**config.mk**
```make
export PLATFORM = sky130hd
export DESIGN_NAME = dsl_div_cell
export DESIGN_NICKNAME = d
export VERILOG_FILES = /design/src/sv/dsl_div_cell.sv
export SDC_FILE = /design/constraint.sdc
export NUM_CORES = 1
export LEC_CHECK = 0
export BUFFER_PORTS_ARGS = -buffer_cell sky130_fd_sc_hd__buf_2
export CAP_MARGIN = 30
export CORE_UTILIZATION = 35
export CTS_BUF_LIST = sky130_fd_sc_hd__clkbuf_8
export CTS_CLUSTER_DIAMETER = 80
export DETAILED_ROUTE_END_ITERATION = 8
export RECOVER_POWER = 25
export SYNTH_ARGS = -nofsm -noshare
export SYNTH_HDL_FRONTEND = slang
export SYNTH_SLANG_ARGS = --single-unit
export TNS_END_PERCENT = 1
```
**constraint.sdc**
```tcl
create_clock -name clk -period 1.5 [get_ports clk]
set_input_delay 0.15 -clock clk [delete_from_list [all_inputs] [get_ports clk]]
set_output_delay 0.15 -clock clk [all_outputs]
set_load 0.01 [all_outputs]
```
**src/sv/dsl_div_cell.sv**
```systemverilog
// One restoring-division step, one quotient bit per cell, shared divisor across lanes.
module dsl_div_cell #(
    parameter int LANES  = 2,
    parameter int NW     = 49,
    parameter int DW     = 33,
    parameter int QW     = 16,
    parameter int J      = 0,
    parameter int SIDE_W = 1
) (
    input  logic                     clk,
    input  logic                     rst_n,
    input  logic                     en,
    input  logic                     vld_in,
    input  logic [LANES-1:0][NW-1:0] rem_in,
    input  logic [LANES-1:0][QW-1:0] q_in,
    input  logic [DW-1:0]            den_in,
    input  logic [SIDE_W-1:0]        side_in,
    output logic                     vld_out,
    output logic [LANES-1:0][NW-1:0] rem_out,
    output logic [LANES-1:0][QW-1:0] q_out,
    output logic [DW-1:0]            den_out,
    output logic [SIDE_W-1:0]        side_out
);
    logic                     vld_reg;
    logic [LANES-1:0][NW-1:0] rem_reg, rem_next;
    logic [LANES-1:0][QW-1:0] q_reg, q_next;
    logic [DW-1:0]            den_reg;
    logic [SIDE_W-1:0]        side_reg;
    logic [NW-1:0]            dsh;

    always_comb
    begin
        dsh = NW'(den_in) << J;
        for (int l = 0; l < LANES; l++)
        begin
            if (rem_in[l] >= dsh)
            begin
                rem_next[l] = rem_in[l] - dsh;
                q_next[l]   = q_in[l] | (QW'(1) << J);
            end
            else
            begin
                rem_next[l] = rem_in[l];
                q_next[l]   = q_in[l];
            end
        end
    end

    always_ff @(posedge clk or negedge rst_n)
    begin
        if (!rst_n)
        begin
            vld_reg <= 1'b0;
        end
        else if (en)
        begin
            vld_reg <= vld_in;
        end
    end

    always_ff @(posedge clk)
    begin
        if (en)
        begin
            rem_reg  <= rem_next;
            q_reg    <= q_next;
            den_reg  <= den_in;
            side_reg <= side_in;
        end
    end

    assign vld_out  = vld_reg;
    assign rem_out  = rem_reg;
    assign q_out    = q_reg;
    assign den_out  = den_reg;
    assign side_out = side_reg;

endmodule
```
== After elaboration in Yosys (flattened, before gate mapping) ==
Index checks and enable logic that the tools add are counted.
Word-level totals
  memory bits (writable): 0
  output and inout port bits: 165
  register bits after elaboration: 165
  memories kept: 0
  latch bits: 0
  ROM bits: 0
  word-level logic and storage cells: 15
  bits of input ports: 168
Operators by class
  multiply operators: 0
  bitwise operators: 0
  reductions and logical operators: 0
  order comparisons: 2
  add/subtract/negate cells: 2
  divide/modulo/power cells: 0
  muxes and demuxes: 2
  equality and inequality tests: 0
  shift operators: 0
Operator list (number)
  49-bit by 33-bit greater-or-equal comparator with 1-bit output: 2
  49-bit 2-to-1 mux: 2
  49-bit by 33-bit subtractor with 49-bit output: 2

== Longest topological paths before layout ==
  depth in word-level cells: 2
  gate-level depth with buffers: 13

== Worst setup path before layout ==
OpenSTA, ideal clock, no wires.
  kind: in2reg
  start: input port den_in[7]
  end: register rem_reg (netlist bit rem_out[88]), data pin
  arrival: 2.670 ns
  library setup time: 0.258 ns
  data required time: 1.242 ns
  stages on the path: 11
  setup slack: -1.427 ns
  cell sequence: inv_1 > ha_1 > nand4_1 > a211oi_2 > o311ai_2 > a21o_1 > o31a_1 > o211a_4 > or2_1 > or3_4 > xnor2_2
RTL lines
  start: declaration: RTL line 16  | input logic [DW-1:0] den_in,
  end signal: assignment: RTL line 65  | rem_reg <= rem_next;
  end: declaration: RTL line 25  | logic [LANES-1:0][NW-1:0] rem_reg, rem_next;

==> impl_metrics.toml <==
[routing]
ant_nets = 0
post_drt_wl_per_cell_um = 17.4
firstDrtPassIters = 5
drt-met1-wl_um = 16300
finalWirelength_um = 37600
vias = 10700
route.met2.wl_um = 18300
wl_met3_um = 1670
first_iter_violations = 656
route.detailed.drc = 0
vias_per_cell = 4.97
top_layer_used = "met4"

[floorplanning]
rows = 62
die_y_um = 174
pin_count = 333
initial_core_util_pct = 35.8
dieWidth_um = 174
core_mm2 = 0.0289
die_area_mm2 = 0.0303

[timing]
finalWorstSetupSlack_ps = -1190
fin_setup_tns_ps = -84510
post-route-period-util_pct = 180
rsz0062_at_grt = "true"
skew_ps = 0
finalSetupViolations = 100
min_period_ps = 2690
relSlewSlack_pct = 48.2
hold_viol = 0
final_max_slew_viol_count = 0
max_freq_mhz = 371
tightest_slew_ps = 777

[placed_design]
dpl_cell_area_mm2 = 0.0150
place_congestion = 0.929
port_buffers = 332
hpwlAfterDp_um = 29400
dp_cells = 2011

[pwr]
power_switching_uw = 4600
p_int_uw = 9520
p_seq_share_pct = 41.5
combPwrFrac_pct = 34.1
p_per_area_mw_per_mm2 = 842
peakVddDrop_mv = 0.470
power_frac_clock_pct = 24.3
p_leak_uw = 0.00742
swShare_pct = 32.6

[logic_synthesis]
synth_cell_types = 69
synth.avg_cell_area_um2 = 10.4
synthCells = 999
ys_ff_latch = 165
ys_warn_count = 0
post-synth-top-area-fraction_pct = 47.5
syn_nets = 1235
synth_flop_cell = "edfxtp_1"
synth.largest_area_cell = "edfxtp_1"
ys_seq_area_share_pct = 47.8
ys_top_cells_by_area = "edfxtp_1, ha_1, a21oi_1, xnor2_1, nand2_1"
synth_edf_count = 164
syn_area_mm2 = 0.0104
ys_async_sr_fraction_pct = 0.606

[clock_network]
clk_pin_slew_ps = 110
cts_buffer_depth = 2
cts.htree.levels = 4
cts_root_buffer = "clkbuf_8"
cts_num_sinks = 165
cts_tree = "yes"
cts_inserted_buffers = 17
cts_post_setup_buffers_inserted = 0
clk-insertion-delay-late_ps = 480

[worst_setup_path]
critPathMaxStageDelay_ps = 530
worst-path-max-fanout = 8
slowest_stage = "a2111oi_1"
cp.required_ps = 1750
critPathCaptureType = "register"
crit_type = "in -> reg"
crit_buf_inv = 2
crit_family = "compound AO/OA/AOI/OAI gates"
crit_chain = "buf_2, inv_2, ha_4, nand3b_1, a211oi_2, o311ai_4, a21o_1, o31a_1, o211a_4, a2111oi_1, o31ai_1, xnor2_1"
arrival_ps = 2950
start_kind = "primary input"

[finish]
regArea_mm2 = 0.00495
area_growth_pct = 61.9
nets = 1989
final_core_util_pct = 58.0
multiInputGateArea_mm2 = 0.00554
drive_gt1_share_pct = 43.7
design_area_mm2 = 0.0168
finalNonFillerCells = 2156
fill_cells = 2551

[status]
status = "finished, violations left"
failed_checks = "setup timing"

[grt]
grt_usage_pct = 24.6
globalRouteOverflowTotal = 0
grt_pass1_wl_um = 57300
grt_max_degree = 35
grt_pass1_vias = 10700
antenna_found_initial = 6

[run]
maxCapViolations = 0

[hold_path]
hold_path.class = "in -> reg"
## power groups by stage
stage | logic (µW) | registers (µW) | clock network (µW)
floorplan | 1730 | 6270 | 0
global placement | 4380 | 5960 | 0
detailed placement | 4420 | 5970 | 0
CTS | 4760 | 5870 | 3530
global route | 5210 | 5920 | 3670
finish | 4820 | 5870 | 3440
## cell type report
cell class,count,share of cell area [%]
Multi-Input combinational cell,758,33.0
Timing Repair Buffer,766,31.1
Sequential cell,165,29.5
Tap cell,384,2.86
Clock buffer,17,1.39
Inverter,45,1.02
Clock inverter,15,0.969
Antenna cell,6,0.0895
## logic make-up (layout without fill, tap and decap cells)
| group | Yosys count | in the layout | synth area share, % |
|---|---|---|---|
| AO/OA/AOI/OAI | 272 | 272 | 16.9 |
| XOR/XNOR | 88 | 88 | 7.51 |
| adder cells (fa/ha/maj) | 68 | 68 | 8.35 |
| buffers and inverters | 76 | 843 | 2.83 |
| flip-flops | 165 | 165 | 47.8 |
| multiplexers | 15 | 15 | 1.62 |
| other | 0 | 6 | 0 |
| AND/OR/NAND/NOR | 315 | 315 | 15.0 |
## stage by stage
| stage | hold WS, ps | power, µW | setup slack, ps |
|---|---|---|---|
| 4_1_cts | 0.713 | 14200 | -992 |
| 3_3_place_gp | -73.6 | 10300 | -1610 |
| 5_1_grt | 25.6 | 14800 | -1270 |
| 6_report | 44.3 | 14100 | -1190 |
| 3_5_place_dp | -72.7 | 10400 | -1680 |
| 2_1_floorplan | -146 | 8000 | -1180 |
## registers in the layout, summed over array words and instances, names as in the netlist
signal	flops
side_out	1
vld_out	1
q_out	32
den_out	33
rem_out	98
## tightest hold or removal path, cell delays in order
cell     delay [ps]
buf_2            90
buf_4           100
xnor2_1         100
## placed cells by master, fill, tap and decap left out, drive strengths merged, types with 37 or more instances in the layout
cell type and instances:
o21ai 66, xor2 37, edfxtp 164, inv 54, dlygate4sd3 107, clkbuf 41, xnor2 51, a21oi 89
ha 66, buf 635, nand2 90, nor2 80
## layer usage
| metal | up-vias | track usage (%) |
|---|---|---|
| met3 | 68 | 3.78 |
| met5 | - | 0 |
| met1 | 5096 | 31.4 |
| met4 | 0 | 10.8 |
| li1 | 5240 | - |
| met2 | 317 | 41.2 |
## repair_timing
action / 4_1_cts / 5_1_grt
resized for setup: 48 / 23
hold buffers: 107 / 0
endpoints found under the setup margin: 100 / 100
hold endpoints to repair: 107 / 0
pin swaps: 13 / 6
## Yosys cell counts (all sizes together) (17+ instances only)
cell      n
a21o     32
a21oi    89
clkbuf   25
edfxtp  164
ha       66
inv      45
nand2    90
nand3    17
nand4    18
nor2     80
nor3     22
nor4     17
o21ai    66
xnor2    51
xor2     37
## worst paths after layout
| check | start | slack [ps] | depth (start not counted) | to |
|---|---|---|---|---|
| setup / recovery | den_in[1] | -1190 | 12 | rem_out[84]$_DFFE_PP_ |
| hold / removal | rem_in[96] | 40 | 3 | rem_out[96]$_DFFE_PP_ |
| setup reg to reg | vld_out$_DFFE_PN0P_ | 760 | 1 | vld_out$_DFFE_PN0P_ |
| hold reg to reg | vld_out$_DFFE_PN0P_ | 510 | 1 | vld_out$_DFFE_PN0P_ |
| max in group asynchronous | rst_n | 910 | 3 | vld_out$_DFFE_PN0P_ |
| min in group asynchronous | rst_n | 490 | 3 | vld_out$_DFFE_PN0P_ |
Note: power is estimated with default switching activity, not from simulation.
