==> src/sv/dsl_pkg.sv <==
// Shared constants, tables and helpers for the 2D direction slerp core.
package dsl_pkg;

    localparam int VEC_W   = 16;
    localparam int LAM_W   = 17;
    localparam int CFG_W   = 16;
    localparam int STAT_W  = 2;
    localparam int CW      = 34;   // CORDIC datapath width (Q2.30 plus gain headroom)
    localparam int SQW     = 64;   // square-root radicand width
    localparam int SQ_STEPS = 32;  // one result bit per step

    localparam logic [STAT_W-1:0] ST_OK    = 2'd0;
    localparam logic [STAT_W-1:0] ST_COLIN = 2'd1;
    localparam logic [STAT_W-1:0] ST_ZERO  = 2'd2;

    localparam logic [CFG_W-1:0] COLIN_LIMIT_RST = 16'd1074;
    localparam logic [LAM_W-1:0] LAM_ONE         = 17'd65536;

    localparam logic signed [31:0] DOT_ONE  = 32'sd1073741824;
    localparam logic signed [31:0] DOT_MONE = -32'sd1073741824;
    localparam logic [31:0] Q30_PI      = 32'd3373259426;
    localparam logic [31:0] Q30_HALF_PI = 32'd1686629713;

    // atan(2^-i) in Q2.30
    localparam logic [31:0] ATAN_TAB [32] = '{
        32'd843314856, 32'd497837829, 32'd263043836, 32'd133525158,
        32'd67021686, 32'd33543515, 32'd16775850, 32'd8388437,
        32'd4194282, 32'd2097149, 32'd1048575, 32'd524287,
        32'd262143, 32'd131071, 32'd65535, 32'd32767,
        32'd16383, 32'd8191, 32'd4095, 32'd2047,
        32'd1023, 32'd511, 32'd255, 32'd127,
        32'd63, 32'd31, 32'd15, 32'd8,
        32'd4, 32'd2, 32'd1, 32'd0
    };

    // sine is symmetric about pi/2
    function automatic logic [31:0] fold_ang(input logic [31:0] a);
        logic [31:0] r;
        if (a > Q30_HALF_PI)
        begin
            r = Q30_PI - a;
        end
        else
        begin
            r = a;
        end
        return r;
    endfunction

endpackage

==> src/sv/dsl_cordic_cell.sv <==
// One CORDIC micro-rotation cell, several independent lanes, rotation or vectoring.
module dsl_cordic_cell #(
    parameter int LANES     = 1,
    parameter int W         = 34,
    parameter int K         = 0,
    parameter bit VECTORING = 1'b0,
    parameter int SIDE_W    = 1
) (
    input  logic                       clk,
    input  logic                       rst_n,
    input  logic                       en,
    input  logic                       vld_in,
    input  logic [LANES-1:0][W-1:0]    x_in,
    input  logic [LANES-1:0][W-1:0]    y_in,
    input  logic [LANES-1:0][W-1:0]    z_in,
    input  logic [SIDE_W-1:0]          side_in,
    output logic                       vld_out,
    output logic [LANES-1:0][W-1:0]    x_out,
    output logic [LANES-1:0][W-1:0]    y_out,
    output logic [LANES-1:0][W-1:0]    z_out,
    output logic [SIDE_W-1:0]          side_out
);
    import dsl_pkg::*;

    localparam logic signed [W-1:0] ANG = W'(ATAN_TAB[K]);

    logic                    vld_reg;
    logic [LANES-1:0][W-1:0] x_reg, y_reg, z_reg;
    logic [LANES-1:0][W-1:0] x_next, y_next, z_next;
    logic [SIDE_W-1:0]       side_reg;

    always_comb
    begin
        for (int l = 0; l < LANES; l++)
        begin
            logic signed [W-1:0] xs, ys, zs, dx, dy;
            logic                neg;
            xs = $signed(x_in[l]);
            ys = $signed(y_in[l]);
            zs = $signed(z_in[l]);
            dx = ys >>> K;
            dy = xs >>> K;
            // vectoring drives y to zero, rotation drives z to zero
            neg = VECTORING ? ~ys[W-1] : zs[W-1];
            if (neg)
            begin
                x_next[l] = xs + dx;
                y_next[l] = ys - dy;
                z_next[l] = zs + ANG;
            end
            else
            begin
                x_next[l] = xs - dx;
                y_next[l] = ys + dy;
                z_next[l] = zs - ANG;
            end
        end
    end

    always_ff @(posedge clk or negedge rst_n)
    begin
        if (!rst_n)
        begin
            vld_reg <= 1'b0;
        end
        else if (en)
        begin
            vld_reg <= vld_in;
        end
    end

    always_ff @(posedge clk)
    begin
        if (en)
        begin
            x_reg    <= x_next;
            y_reg    <= y_next;
            z_reg    <= z_next;
            side_reg <= side_in;
        end
    end

    assign vld_out  = vld_reg;
    assign x_out    = x_reg;
    assign y_out    = y_reg;
    assign z_out    = z_reg;
    assign side_out = side_reg;

endmodule

==> config.mk <==
export PLATFORM = sky130hd
export DESIGN_NAME = dsl_cordic_cell
export DESIGN_NICKNAME = d
export VERILOG_FILES = /design/src/sv/dsl_pkg.sv /design/src/sv/dsl_cordic_cell.sv
export SDC_FILE = /design/constraint.sdc
export NUM_CORES = 1
export LEC_CHECK = 0
export ABC_AREA = 1
export BUFFER_PORTS_ARGS = -buffer_cell sky130_fd_sc_hd__buf_2
export CORE_ASPECT_RATIO = 1.25
export CORE_MARGIN = 3
export CORE_UTILIZATION = 42
export DETAILED_ROUTE_END_ITERATION = 10
export PLACE_DENSITY = 0.74
export SETUP_SLACK_MARGIN = 0.3
export SYNTH_ARGS = -nofsm -noshare
export SYNTH_HDL_FRONTEND = slang
export SYNTH_SLANG_ARGS = --single-unit
export TNS_END_PERCENT = 10
==> constraint.sdc <==
create_clock -name clk -period 1 [get_ports clk]
set_input_delay 0.15 -clock clk [delete_from_list [all_inputs] [get_ports clk]]
set_output_delay 0.15 -clock clk [all_outputs]
set_load 0.005 [all_outputs]
-- After elaboration in Yosys (flattened, before gate mapping)
Index checks and enable logic that the tools add are counted.
- register bits: 104
- bits of input ports: 107
- output and inout bits: 104
- word-level logic and storage cells: 13
- add/sub/neg operators: 5
- multiplexer cells: 3
- operators by type and width (kind ; number):
    34-bit 2-to-1 mux ; 3
    34-bit subtractor ; 2
    34-bit by 31-bit adder with 34-bit output, second input constant ; 1
    34-bit adder ; 1
    34-bit by 31-bit subtractor with 34-bit output, second input constant ; 1

-- Logic depth before layout (Yosys ltp)
- depth in word-level cells: 2
- mapped depth: 17
- depth with buffers taken out: 16

-- Worst setup path after synthesis
No wires, ideal clock.
- path kind: input to register
- from: input port z_in[33] in the netlist's numbering
- to: register z_reg (netlist bit z_out[24]), data pin
- library setup time: 259 ps
- data arrival time: 1911 ps
- required time: 741 ps
- path slack: -1170 ps
- cell stages on the path: 11
- path buffers: 2
- cell sequence: clkbuf_1 > inv_2 > buf_2 > ha_1 > nand3_1 > nand3_1 > a21boi_1 > o21ai_0 > nand3_1 > nand2_1 > xor2_1
- RTL lines (what ; RTL line ; RTL):
    from (decl) ; dsl_cordic_cell.sv:15 ; input logic [LANES-1:0][W-1:0] z_in,
    to (signal assigned) ; dsl_cordic_cell.sv:78 ; z_reg <= z_next;
    to (decl) ; dsl_cordic_cell.sv:28 ; logic [LANES-1:0][W-1:0] x_reg, y_reg, z_reg;

==> Flow_metrics.wiki <==
{| class="wikitable"
! Metric !! Value
|-
| Run status || finished with violations
|-
| Failing checks || negative setup slack
|-
| I/O pin count || 211
|-
| Leakage power figure || 9.84 nW
|-
| Total Wirelength || 54.7 mm
|-
| Initial antenna violation count || 0
|-
| DPL Wire Length || 39.3 mm
|-
| Number of nets in the synthesized netlist || 2,112
|-
| Max Buffers Root-to-Sink || 2
|-
| Final number of hold-violating endpoints || 0
|-
| Register cell area after layout || 3090 sq um
|-
| Critical path's top delay family || compound AO/OA/AOI/OAI gates
|-
| Number of synthesized flops with an enable pin || 102
|-
| Logic pwr share || 55.0%
|-
| Cells after synthesis || 1,872
|-
| Synthesis-to-layout area growth || 64.6%
|-
| Worst VDD drop || 0.955 mV
|-
| Effective utilization at floorplan || 42.8%
|-
| WL/cell || 18.8 um
|-
| Core region area || 28,600 sq um
|-
| Overall die height || 197 um
|-
| Fraction of power consumed by the clock network || 17.9%
|-
| Number of cells on the critical path || 13
|-
| Count of cells along the worst hold path || 2
|-
| Net switching power of the design || 8.60 mW
|-
| Biggest area consumer among synthesized cells || edfxtp_1
|-
| Area of the die || 31,200 sq um
|-
| Clock latency at the later pin of the worst-skew pair || 0.37 ns
|-
| Worst Setup Slack, final || -0.827 ns
|-
| Class of the tightest hold or removal check || in -> reg
|-
| Share of the synthesized area in the top cell type || 25.0%
|-
| Site row count || 69
|-
| Main synth FF type || edfxtp_1
|-
| Power share of the sequential group || 27.1%
|-
| Most numerous cell on the critical path || nand2_1
|-
| Critical path cell sequence || buf_6 -> inv_2 -> ha_4 -> buf_6 -> o21ai_2 -> a21oi_4 -> buf_4 -> o21ai_0 -> nand2_1 -> nand4_1 -> nand2_1 -> nand2_1 -> nand2_1
|-
| Worst slack on hold paths || 0.00871 ns
|-
| Setup repair after global routing missed its margin || yes
|-
| Clk_skew || 0 ns
|-
| Wire length of the first global-routing pass || 77.7 mm
|-
| Drt pass-1 iters || 9
|-
| Count of yosys warnings during synthesis || 0
|-
| Area used by multi-input combinational logic || 10,300 sq um
|-
| Cells on worst reg2reg path || 1
|-
| Slew at the pin closest to its max-slew limit || 0.589 ns
|-
| Number of diodes added for antenna fixing || 0
|-
| Maximum fanout along the worst path || 6
|-
| TritonCTS clock tree || built
|-
| Via count normalized by instance count || 5.49
|-
| Synth Register Bits || 103
|-
| Share of layout cells above drive strength 1 || 47.4%
|-
| Count of unique library cells instantiated by Yosys || 49
|-
| Final Core Density || 70.4%
|-
| Data arrival time of the critical path || 1.95 ns
|-
| Part of the Yosys area used for sequential elements || 25.2%
|-
| Count of endpoints failing setup in the final report || 189
|-
| Horizontal extent of the die || 159 um
|-
| Weighted congestion reported at the end of routability-driven placement || 1.02
|-
| CP max-delay cell || o21ai_2
|-
| WS Path Type || in -> reg
|-
| Share of flip-flops with an asynchronous set or reset after synthesis || 0.971%
|-
| Vias in the first global route || 15,600
|-
| Remaining global-route overflow || 0
|-
| H-tree lvl count || 3
|-
| Initial detailed-routing violation count || 1,405
|-
| Sinks on the clock net || 103
|-
| Maximum single-stage delay on the critical path || 0.36 ns
|-
| Pwr per Cell Area || 1060 nW/um^2
|-
| Total negative setup slack || -58.48 ns
|-
| Number of CTS-inserted buffers || 9
|-
| Global routing usage summed across all routing layers || 31.5%
|-
| Pin count of the biggest net entering global routing || 73
|-
| Syn_area_per_cell || 6.54 sq um
|-
| Capturing element type of the critical path || flip-flop
|-
| Commonest cells in the synthesized netlist || nand2_1, inv_1, nand3_1, nor2_1, a21oi_1
|-
| Internal power component || 12.7 mW
|-
| Shortest period the worst path allows || 1.83 ns
|-
| Filler instances || 2,201
|-
| Clock tree root driver cell || clkbuf_16
|-
| Rel. slew slack || 60.7%
|-
| Clock transition at the register clock pins on the worst setup and hold paths after CTS || 0.07 ns
|-
| Fraction of the cycle the final worst path needs || 183%
|-
| Fraction of power spent switching nets || 40.3%
|-
| Number of port buffers || 210
|-
| Crit path required time || 1.12 ns
|-
| Number of nets with antenna violations after detailed routing || 0
|-
| Maximum clock frequency || 547 MHz
|-
| Cell with the most instances after synthesis || nand2_1
|-
| DRC errors left || 0
|-
| MaxCap Viol Count || 0
|-
| Launching element type of the critical path || input pin
|-
| Summed instance area of the synthesized netlist || 12,200 sq um
|-
| Cell types with the largest area share after synthesis || edfxtp_1, nand2_1, ha_1
|-
| Buffer and inverter count on the worst path || 4
|-
| Number of nets at the end of the flow || 2,746
|-
| Final Max Slew Viols || 0
|-
| DR vias || 15,900
|}
## stage by stage
stage / setup slack, ns / instances / instance area, sq um / total power, mW
finish: -0.827 / 2901 / 20100 / 21.3
global route: -0.937 / 2901 / 20100 / 22.3
CTS: -0.661 / 2886 / 19100 / 20.0
detailed placement: -1.35 / 2828 / 16700 / 14.8
global placement: -1.39 / 2828 / 16700 / 14.6
floorplan: -0.800 / 1872 / 12500 / 10.3
## flip-flops by register name, indices dropped and copies added (netlist names)
signal,count
vld_out,1
x_out,34
side_out,1
z_out,34
y_out,33
## cell families (layout without fill, tap and decap cells)
group	Yosys count	in the layout	synth area share [%]
multiplexers	2	2	0.174
AO/OA/AOI/OAI	310	310	13.7
buffers and inverters	331	970	11.2
XOR/XNOR	47	47	3.36
adder cells (fa/ha/maj)	133	133	13.8
AND/OR/NAND/NOR	946	946	32.5
flip-flops	103	103	25.2
## power by group through the flow
stage	clock (mW)	combinational (mW)	sequential, mW
global placement	0	8.78	5.85
floorplan	0	4.38	5.92
CTS	3.84	10.4	5.77
finish	3.82	11.7	5.77
global route	3.96	12.5	5.84
detailed placement	0	8.92	5.86
## final cells by class
| cell class | instances | area share, % |
|---|---|---|
| sequential | 103 | 15.3 |
| clock inverter | 7 | 0.379 |
| tap | 390 | 2.42 |
| multi-input combinational | 1438 | 51.1 |
| inverter | 285 | 5.57 |
| clock buffer | 9 | 1.12 |
| timing repair buffer | 669 | 24.1 |
## routing by layer
layer  routed length (um)  part of all wire [%]  global-route usage (%)  vias to the layer above
met5                    0                     0                       0                        -
met4                 4140                   7.6                    16.6                        0
met1                20200                    37                    36.6                     7395
li1                     -                     -                       -                     7369
met2                26300                    48                    56.0                      882
met3                 3960                   7.2                    3.71                      289
## cell usage in the layout (no fill, tap or decap), drive strengths merged, types with 5 or more instances in the layout
master,synthesis,layout
a21o,10,10
a21oi,148,148
buf,40,664
clkbuf,6,9
dlygate4sd3,0,5
edfxtp,102,102
ha,129,129
inv,285,286
nand2,541,541
nand3,181,181
nand3b,6,6
nand4,22,22
nor2,163,163
nor3,22,22
o21ai,113,113
o21bai,17,17
o22ai,7,7
or2,6,6
xor2,43,43
## worst paths after layout
kind | from | to | slack, ns
worst max-delay path | x_in[4] | y_out[19] | -0.83
worst min-delay path | vld_in | vld_out | 0.009
worst max register to register | vld_out | vld_out | 0.26
worst min register to register | vld_out | vld_out | 0.52
max in group asynchronous | rst_n | vld_out | 0.84
min in group asynchronous | rst_n | vld_out | 0.08
## repair_timing
item | 4_1_cts | 5_1_grt
buffers inserted | 37 | 15
pin swaps | 97 | 94
setup endpoints to repair | 201 | 201
endpoints found under the hold margin | 5 | 0
hold buffers | 5 | 0
resized for setup | 435 | 277
No activity file was read; power rests on OpenSTA's default activity.
