==> config.mk <==
export PLATFORM = sky130hd
export DESIGN_NAME = dsl_sqrt_cell
export DESIGN_NICKNAME = d
export VERILOG_FILES = /design/src/sv/dsl_sqrt_cell.sv
export SDC_FILE = /design/constraint.sdc
export NUM_CORES = 1
export LEC_CHECK = 0
export BUFFER_PORTS_ARGS = -buffer_cell sky130_fd_sc_hd__buf_2
export CAP_MARGIN = 20
export CORE_MARGIN = 2
export CORE_UTILIZATION = 61
export CTS_BUF_LIST = sky130_fd_sc_hd__clkbuf_4 sky130_fd_sc_hd__clkbuf_8
export DETAILED_ROUTE_END_ITERATION = 12
export PLACE_DENSITY_LB_ADDON = 0.25
export SYNTH_ARGS = -nofsm -noshare
export SYNTH_HDL_FRONTEND = slang
export SYNTH_SLANG_ARGS = --single-unit
==> constraint.sdc <==
create_clock -name clk -period 2.44 [get_ports clk]
set_clock_uncertainty 0.2 [all_clocks]
set_input_delay 0.366 -clock clk [delete_from_list [all_inputs] [get_ports clk]]
set_output_delay 0.366 -clock clk [all_outputs]
set_load 0.02 [all_outputs]
==> src/sv/dsl_sqrt_cell.sv <==
// One step of a digit-by-digit integer square root, one result bit per cell.
module dsl_sqrt_cell #(
    parameter int W      = 64,
    parameter int P      = 0,
    parameter int SIDE_W = 1
) (
    input  logic              clk,
    input  logic              rst_n,
    input  logic              en,
    input  logic              vld_in,
    input  logic [W-1:0]      v_in,
    input  logic [W-1:0]      r_in,
    input  logic [SIDE_W-1:0] side_in,
    output logic              vld_out,
    output logic [W-1:0]      v_out,
    output logic [W-1:0]      r_out,
    output logic [SIDE_W-1:0] side_out
);
    localparam logic [W-1:0] BITV = W'(1) << (2 * P);

    logic              vld_reg;
    logic [W-1:0]      v_reg, r_reg, v_next, r_next, trial;
    logic [SIDE_W-1:0] side_reg;

    always_comb
    begin
        trial = r_in + BITV;
        if (v_in >= trial)
        begin
            v_next = v_in - trial;
            r_next = (r_in >> 1) + BITV;
        end
        else
        begin
            v_next = v_in;
            r_next = r_in >> 1;
        end
    end

    always_ff @(posedge clk or negedge rst_n)
    begin
        if (!rst_n)
        begin
            vld_reg <= 1'b0;
        end
        else if (en)
        begin
            vld_reg <= vld_in;
        end
    end

    always_ff @(posedge clk)
    begin
        if (en)
        begin
            v_reg    <= v_next;
            r_reg    <= r_next;
            side_reg <= side_in;
        end
    end

    assign vld_out  = vld_reg;
    assign v_out    = v_reg;
    assign r_out    = r_reg;
    assign side_out = side_reg;

endmodule

==> metrics.md, run 1 <==
| Metric | Value |
|---|---|
| Synth top area share | 35.79% |
| Cell Area, Synth | around 11000 um^2 |
| Clock root buffer | clkbuf_8 |
| Ys async rst share | 0.7692% |
| Starting Density | 62.57% |
| Yosys cell types | 65 |
| DP Wirelength | 38.87 mm |
| Register area share after synthesis | 36.02% |
| Die extent in x | 137.2 um |
| Top-count cell post-synth | nand2_1 |
| Number of synthesized register bits | 130 |
| Clk sinks | 130 |
| Outcome | aborted with a tool error |
| Mux contribution to synthesized area | 0.2890% |
| Run Error | [ERROR DPL-0033] detailed placement checks failed during check placement. |
| Dominant cell type by area after synthesis | edfxtp_1 |
| Post-synthesis compound-gate area fraction | between 15 and 20% |
| Die height | 137.2 um |
| Port Buffers | between 200 and 300 |
| H-Tree Depth | 4 |
| # resized after CTS | roughly 180 |
| Failed at | clock tree synthesis |
| Dominant synthesized flop cell | edfxtp_1 |
| Syn nets | roughly 1400 |
| Hold Buf Count CTS | 6 |
| I/O pin cnt | 263 |
| EDFF count, synth | 129 |
| Post-synthesis xor/xnor area fraction | about 15% |
| Std-Cell Rows | 48 |
| Gate Count Post-Synth | 1246 |
| Cts bufs inserted | 17 |
| Largest family of logic cells by synthesized area | simple AND/OR/NAND/NOR gates |
| Largest cells by area after synthesis | edfxtp_1, xnor2_1, ha_1 |
| Most frequent cells after synthesis | nand2_1, nor2_1, edfxtp_1, a21oi_1, xnor2_1 |
| Post-CTS setup repair buffer count | 37 |
| Post-Synth Adder-Cell Area | 7.815% |
| Syn Area/Cell | 8.686 um^2 |
| CTS Buffer Depth | 2 |
| Simple-Gate Fraction of Synth Area | 21.66% |
| Synthesis Warnings | 0 |
| GPL Wtd Cong | 1.074 |
[per-stage QoR]
step,std cells,area (um^2),setup slack (ns)
detailed placement,2112,15620,-2.773
global placement,2112,15620,-2.460
floorplan,1246,11070,-2.315
[cells by family after synthesis]
logic type                 Yosys count
buffers and inverters               76
and+or+nand+nor                    501
muxes                                3
DFF                                130
AOI/OAI and AO/OA                  288
adders and majority gates           67
xor gates and xnor gates           181
==> run 2: changes to the inputs <==
--- a/config.mk
+++ b/config.mk
@@ -8,10 +8,9 @@
 export BUFFER_PORTS_ARGS = -buffer_cell sky130_fd_sc_hd__buf_2
 export CAP_MARGIN = 20
 export CORE_MARGIN = 2
-export CORE_UTILIZATION = 61
-export CTS_BUF_LIST = sky130_fd_sc_hd__clkbuf_4 sky130_fd_sc_hd__clkbuf_8
+export CORE_UTILIZATION = 40
 export DETAILED_ROUTE_END_ITERATION = 12
-export PLACE_DENSITY_LB_ADDON = 0.25
+export PLACE_DENSITY_LB_ADDON = 0.15
 export SYNTH_ARGS = -nofsm -noshare
 export SYNTH_HDL_FRONTEND = slang
 export SYNTH_SLANG_ARGS = --single-unit
==> run 2 against run 1 <==
The flow now finishes, with violations (negative setup slack); synthesized cell count is the same; synthesized area is the same.
==> metrics.md, run 2 <==
| Metric | Value |
|---|---|
| Dominant synthesized flop cell | edfxtp_1 |
| Post-DRT Antenna Nets | 0 |
| Setup TNS | -254.24 ns |
| Period Utilization, post-route | 188.5% |
| Crit-path cells | buf_8 -> and4_4 -> and3_4 -> and3_4 -> and3_4 -> nand3_4 -> nor4_4 -> buf_4 -> nor2b_4 -> nand2_2 -> xor2_2 -> ha_1 -> buf_4 -> a21o_1 -> a31oi_1 -> o21ba_2 -> o21ai_4 -> buf_4 -> buf_6 -> a221o_2 -> and3_4 -> a221o_1 -> nor2_1 |
| PwrDens | 508.3 nW/um^2 |
| Delay of the slowest critical-path stage | between 0.4 and 0.5 ns |
| Max Cap Viol | 0 |
| Cts bufs inserted | 17 |
| Iter 0 DRT Violations | about 950 |
| CTS tree | built |
| Grt ovf | 0 |
| Proportion of layout cells with a drive suffix above 1 | 50.68% |
| Die height | approximately 170 um |
| Hold Slack | about 0.022 ns |
| DP Wirelength | between 30 and 40 mm |
| First-pass DRT Iterations | 5 |
| Slowest library cell on the worst path | a221o_2 |
| Die area | 28390 um^2 |
| Total Wirelength | 45.80 mm |
| RSZ-0062 raised after global routing | yes |
| Starting Density | 40.50% |
| Synthesis-to-finish area growth | 70.90% |
| Switch share | around a third |
| H-Tree Depth | 4 |
| CORE AREA | 26730 um^2 |
| Most used routing layer | met2 |
| Fin worst setup slack | -2.160 ns |
| Synthesis Warnings | 0 |
| M2 GR Usage | about half |
| Initial antenna violation count | 3 |
| Largest net degree at the start of global routing | between 50 and 60 |
| Top-count cell post-synth | nand2_1 |
| FMAX | 217.4 MHz |
| Cell Area, Synth | 10820 um^2 |
| CP delay by family, top | simple AND/OR/NAND/NOR gates |
| Crit-path most repeated cell | and3_4 |
| Worst-Skew Late Latency | 0.43 ns |
| Worst endpoint required time | 2.51 ns |
| Most frequent cells after synthesis | nand2_1, nor2_1, edfxtp_1, a21oi_1, xnor2_1 |
| CTS Buffer Depth | 2 |
| Yosys cell types | between 60 and 70 |
| Final Hold Viols | 0 |
| Syn nets | 1446 |
| M3 GR Usage | 4.933% |
| Drt drc | 0 |
| Outcome | finished with violations |
| Flop pwr share | 30.3% |
| Failing checks | negative setup slack |
| CP max FO | 6 |
| Slew @ Worst Pin | 0.6879 ns |
| Slew Viols, Final | 0 |
| Net Switching | 3.273 mW |
| Pleak | 8.427 nW |
| GPL Wtd Cong | slightly below 1 |
| Clock root buffer | clkbuf_16 |
| Reg clk slew, reported paths | 0.07 ns |
| EDFF count, synth | 129 |
| Peak supply drop | approximately 0.00043 V |
| Die extent in x | 168.5 um |
| Std-Cell Rows | 60 |
| Vias/cell | 5.395 |
| Vias in the first global route | around 12000 |
| Routed wire length per instance | 19.61 um |
| Setup CP Type | input pin to flip-flop |
| Met1 global-route usage | 41.31% |
| Crit path buffers/inverters | 5 |
| Global Route Usage Sum | 30.41% |
| Syn Area/Cell | 8.686 um^2 |
| Min Tclk post-route | 4.600 ns |
| Hold crit path type | input pin to flip-flop |
| I/O pin cnt | between 200 and 300 |
| Critical Path Sink Type | flip-flop |
| Number of synthesized register bits | 130 |
| Gate Count Post-Synth | approximately 1200 |
| First-pass GRT wire length | 66.07 mm |
| Final layout net count | 2180 |
| Max-Slew Margin vs Limit | 53.72% |
| Via count | 12600 |
| CP startpoint kind | input pin |
| Comb pwr share | about two fifths |
| Ys async rst share | less than 1% |
| Int Power | 6.129 mW |
| Setup Viol. Count Final | 128 |
| Synth top area share | 35.79% |
| Clk sinks | between 100 and 150 |
| Port Buffers | 262 |
| Largest cells by area after synthesis | edfxtp_1, xnor2_1, ha_1 |
| Register area share after synthesis | 36.02% |
| Dominant cell type by area after synthesis | edfxtp_1 |
| Commonest non-fill, non-tap cells in the layout | buf_4, buf_2, nand2_1 |
| Most common cell after layout, fill and taps aside | buf_4 |
| Crit path DAT | 4.67 ns |
| Clock share of power | a little under a third |
==> run 2: cell type report <==
cell class,count,area [um^2]
clock inverter,15,197.7
antenna,2,5.005
clock buffer,17,425.4
tap,341,426.7
multi-input combinational,1042,7958
sequential,130,3899
timing repair buffer,765,5495
inverter,24,90.09
fill,2155,8229
==> run 2: per-layer routing <==
| layer | up-vias | share of wire (%) | routed length, um |
|---|---|---|---|
| met5 | - | 0.035 | 16 |
| li1 | 5984 | - | - |
| met2 | 530 | 48 | 21890 |
| met3 | 83 | 6.4 | 2930 |
| met1 | 6003 | 44 | 19940 |
| met4 | 2 | 2.2 | 1026 |
==> run 2: worst paths after layout <==
kind | startpoint | endpoint | slack [ns] | depth (start not counted)
setup reg to reg | vld_out$_DFFE_PN0P_ | vld_out$_DFFE_PN0P_ | 1.50 | 1
min in group asynchronous | rst_n | vld_out$_DFFE_PN0P_ | 0.03 | 2
hold reg to reg | vld_out$_DFFE_PN0P_ | vld_out$_DFFE_PN0P_ | 0.30 | 1
setup / recovery | r_in[8] | v_out[61]$_DFFE_PP_ | -2.16 | 23
max in group asynchronous | rst_n | vld_out$_DFFE_PN0P_ | 1.93 | 2
hold / removal | v_in[14] | v_out[14]$_DFFE_PP_ | 0.02 | 3
==> run 2: tightest hold or removal path: stages <==
cell and delay [ns]:
buf_2 0.09, nand2_1 0.05, nand2_1 0.05
==> run 2: cells by family (layout without fill, tap and decap cells) <==
kind of cell | count (synthesis) | in the layout | synth area share, %
xor gates and xnor gates | 181 | 181 | 14.65
muxes | 3 | 3 | 0.2890
other | 0 | 2 | 0
AOI/OAI and AO/OA | 288 | 290 | 16.52
and+or+nand+nor | 501 | 501 | 21.66
adders and majority gates | 67 | 67 | 7.815
buffers and inverters | 76 | 821 | 3.041
DFF | 130 | 130 | 36.02
==> run 2: timing repair <==
action                                 4_1_cts  5_1_grt
cloned                                       4        3
endpoints found under the hold margin        3        0
hold buffers                                 3        0
pin swaps                                   26       83
setup endpoints to repair                  128      128
buffers inserted                            22       28
gates resized for setup                     82      204
==> run 2: power by group through the flow <==
stage / logic (mW) / registers (mW) / clock network (mW)
after floorplan: 1.32 / 3.22 / 0
after global placement: 3.16 / 2.89 / 0
after detailed placement: 3.18 / 2.89 / 0
after CTS: 3.38 / 2.85 / 2.86
after global routing: 3.95 / 2.87 / 2.94
final: 3.71 / 2.85 / 2.84
==> run 2: through the flow <==
step / util, % / instances / cell area, um^2 / setup WS [ns] / total power [mW]
final: 69.21 / 2336 / 18500 / -2.160 / 9.402
after global routing: 69.20 / 2335 / 18490 / -2.277 / 9.769
after CTS: 64.59 / 2306 / 17260 / -2.134 / 9.095
after detailed placement: 59.63 / 2245 / 15940 / -2.792 / 6.074
after global placement: 59.63 / 2245 / 15940 / -2.758 / 6.049
after floorplan: - / 1246 / 11070 / -2.315 / 4.538
Note: power is estimated with default switching activity, not from simulation.
==> run 3: changes to the inputs <==
--- a/config.mk
+++ b/config.mk
@@ -11,6 +11,7 @@
 export CORE_UTILIZATION = 40
 export DETAILED_ROUTE_END_ITERATION = 12
 export PLACE_DENSITY_LB_ADDON = 0.15
+export SETUP_SLACK_MARGIN = 0.3
 export SYNTH_ARGS = -nofsm -noshare
 export SYNTH_HDL_FRONTEND = slang
 export SYNTH_SLANG_ARGS = --single-unit
==> run 3 against run 2 <==
The run still ends with negative setup slack left; first-iteration DRC count rose by 4.6%; global-route usage did not move; die area did not move; critical path type unchanged; hold slack improved by 0.0027 ns; largest power group unchanged; critical endpoint unchanged; clock power barely moved.
==> metrics.md, run 3 (synthesized netlist as in run 2, its figures left out) <==
| Metric | Value |
|---|---|
| Reg2Reg Depth | 1 |
| Worst-Skew Late Latency | 0.43 ns |
| Delay of the slowest critical-path stage | 0.40 ns |
| PwrDens | 507.4 nW/um^2 |
| Cts bufs inserted | 17 |
| Hold Startpoint | v_in[14] |
| Iter 0 DRT Violations | 995 |
| Grt ovf | 0 |
| Peak supply drop | 0.0004333 V |
| Worst endpoint required time | between 2 and 3 ns |
| Routed wire length per instance | roughly 20 um |
| Int Power | 6.155 mW |
| Setup CP Type | input pin to flip-flop |
| GPL Wtd Cong | just under 1 |
| Failing checks | negative setup slack |
| Final Hold Viols | 0 |
| Die area | 28390 um^2 |
| First-pass GRT wire length | 66.07 mm |
| Setup Viol. Count Final | roughly 130 |
| Worst reg2reg path startpoint | vld_out$_DFFE_PN0P_ |
| Max-Slew Margin vs Limit | approximately 53% |
| Period Utilization, post-route | 190.4% |
| Comb pwr share | 39.8% |
| Slowest library cell on the worst path | a221o_2 |
| Vias in the first global route | 12010 |
| DP Wirelength | 34.96 mm |
| Setup TNS | -258.79 ns |
| Synthesis-to-finish area growth | 71.90% |
| Fin worst setup slack | -2.205 ns |
| Worst r2r dst | vld_out$_DFFE_PN0P_ |
| Max Cap Viol | 0 |
| Hold Path Depth | 3 |
| Min Tclk post-route | about 4.6 ns |
| Slew Viols, Final | 0 |
| Crit-path cells | buf_8 -> and4_4 -> and3_4 -> and3_4 -> and3_4 -> buf_4 -> nand2_1 -> nor4_2 -> buf_4 -> nand3_1 -> nor2_1 -> xnor2_1 -> ha_1 -> a21oi_2 -> o21ai_1 -> a31oi_1 -> o21ba_2 -> o21ai_4 -> buf_4 -> buf_6 -> a221o_2 -> and3_4 -> a221o_1 -> nor2_1 |
| Die extent in x | 168.5 um |
| Pre-CTS WS | -2.792 ns |
| I/O pin cnt | 263 |
| Vias/cell | 5.380 |
| CP max FO | 5 |
| Post-DRT Antenna Nets | 0 |
| Largest net degree at the start of global routing | 57 |
| Most common cell after layout, fill and taps aside | buf_4 |
| Critical Path Sink Type | flip-flop |
| Internal reg-to-reg setup slack | 1.50 ns |
| Commonest non-fill, non-tap cells in the layout | buf_4, buf_2, edfxtp_1 |
| Reg clk slew, reported paths | roughly 0.070 ns |
| CORE AREA | 26730 um^2 |
| Drt drc | 0 |
| Net Switching | between 3 and 4 mW |
| Std-Cell Rows | 60 |
| H-Tree Depth | 4 |
| FMAX | 215.3 MHz |
| Crit path DAT | 4.71 ns |
| Hold Path End | v_out[14]$_DFFE_PP_ |
| Switch share | 34.80% |
| Clk sinks | between 100 and 150 |
| Initial antenna violation count | 3 |
| Outcome | finished with violations |
| CTS Buffer Depth | 2 |
| Final layout net count | 2184 |
| CP startpoint kind | input pin |
| Proportion of layout cells with a drive suffix above 1 | 51.38% |
| Clock root buffer | clkbuf_16 |
| RSZ-0062 raised after global routing | yes |
| First-pass DRT Iterations | 5 |
| Crit-path most repeated cell | and3_4 |
| Slew @ Worst Pin | 0.6990 ns |
| Pleak | 8.490 nW |
| Clock share of power | 30.0% |
| Via count | around 13000 |
| Starting Density | 40.50% |
| Total Wirelength | 46.15 mm |
| Flop pwr share | 30.2% |
| Hold crit path type | input pin to flip-flop |
| Port Buffers | 262 |
| CTS tree | built |
| Die height | 168.5 um |
| Global Route Usage Sum | a little under a third |
-- run 3: cell types whose count changed in the layout (fill, tap and decap cells not counted), moves of 3 or more --
cell     before  now
nand2_1     135  128
nand2_2      11   16
o21ai_0      37   32
buf_6        28   31
o21ai_2       4    7
-- run 3: metrics by stage --
step | instance area (um^2) | util, % | instances | power [mW] | hold WS [ns]
after floorplan | 11070 | - | 1246 | 4.538 | -0.1296
after global placement | 15940 | 59.63 | 2245 | 6.049 | -0.05461
after detailed placement | 15940 | 59.63 | 2245 | 6.074 | -0.05610
after CTS | 17260 | 64.59 | 2306 | 9.095 | 0.01737
after global routing | 18600 | 69.60 | 2339 | 9.812 | 0.03349
final | 18600 | 69.61 | 2340 | 9.440 | 0.02494
-- run 3: timing repair --
action / 4_1_cts / 5_1_grt
setup endpoints to repair: 128 / 128
pin swaps: 26 / 90
cloned: 4 / 4
hold endpoints to repair: 3 / 0
setup buffers: 22 / 28
gates resized for setup: 82 / 224
hold buffers: 3 / 0
-- run 3: final cells by class --
| cell class | instances | area [um^2] |
|---|---|---|
| fillers | 2134 | 8122 |
| multi-input cells | 1042 | 8006 |
| repair buffers | 769 | 5554 |
| flip-flops and latches | 130 | 3899 |
| well taps | 341 | 426.7 |
| clock buffers | 17 | 425.4 |
| clock inverters | 15 | 197.7 |
| inverters | 24 | 90.09 |
| diodes | 2 | 5.005 |
-- run 3: power groups by stage --
stage	clock network, mW	logic (mW)	registers, mW
4_1_cts	2.86	3.38	2.85
2_1_floorplan	0	1.32	3.22
6_report	2.83	3.76	2.85
3_5_place_dp	0	3.18	2.89
5_1_grt	2.94	4.00	2.87
3_3_place_gp	0	3.16	2.89
-- run 3: worst max-delay path, delay by kind of cell --
| family | cells | cell delay [ns] |
|---|---|---|
| fa+ha+maj | 1 | 0.34 |
| compound gates | 7 | 1.45 |
| xor+xnor | 1 | 0.18 |
| simple gates | 10 | 1.73 |
| buf+inv | 5 | 0.62 |
-- run 3: worst max path at each step --
stage                   from                  end  slack [ns]  cells past startpoint
finish               r_in[8]  v_out[61]$_DFFE_PP_       -2.21                     24
detailed placement   r_in[8]  v_out[30]$_DFFE_PP_       -2.79                     21
CTS                 r_in[11]  r_out[51]$_DFFE_PP_       -2.13                     23
floorplan           r_in[11]  r_out[29]$_DFFE_PP_       -2.32                     23
global route         r_in[9]  r_out[57]$_DFFE_PP_       -2.31                     24
global placement     r_in[8]  v_out[30]$_DFFE_PP_       -2.76                     21
-- run 3: metal layers --
metal | up-vias | part of all wire, % | GRT usage [%] | wire length [um]
met5 | - | 0.035 | 0 | 16
met4 | 2 | 2.2 | 6.972 | 1017
met3 | 71 | 5.6 | 4.933 | 2580
met2 | 487 | 48 | 51.10 | 22140
met1 | 6029 | 44 | 41.31 | 20400
li1 | 6000 | - | - | -
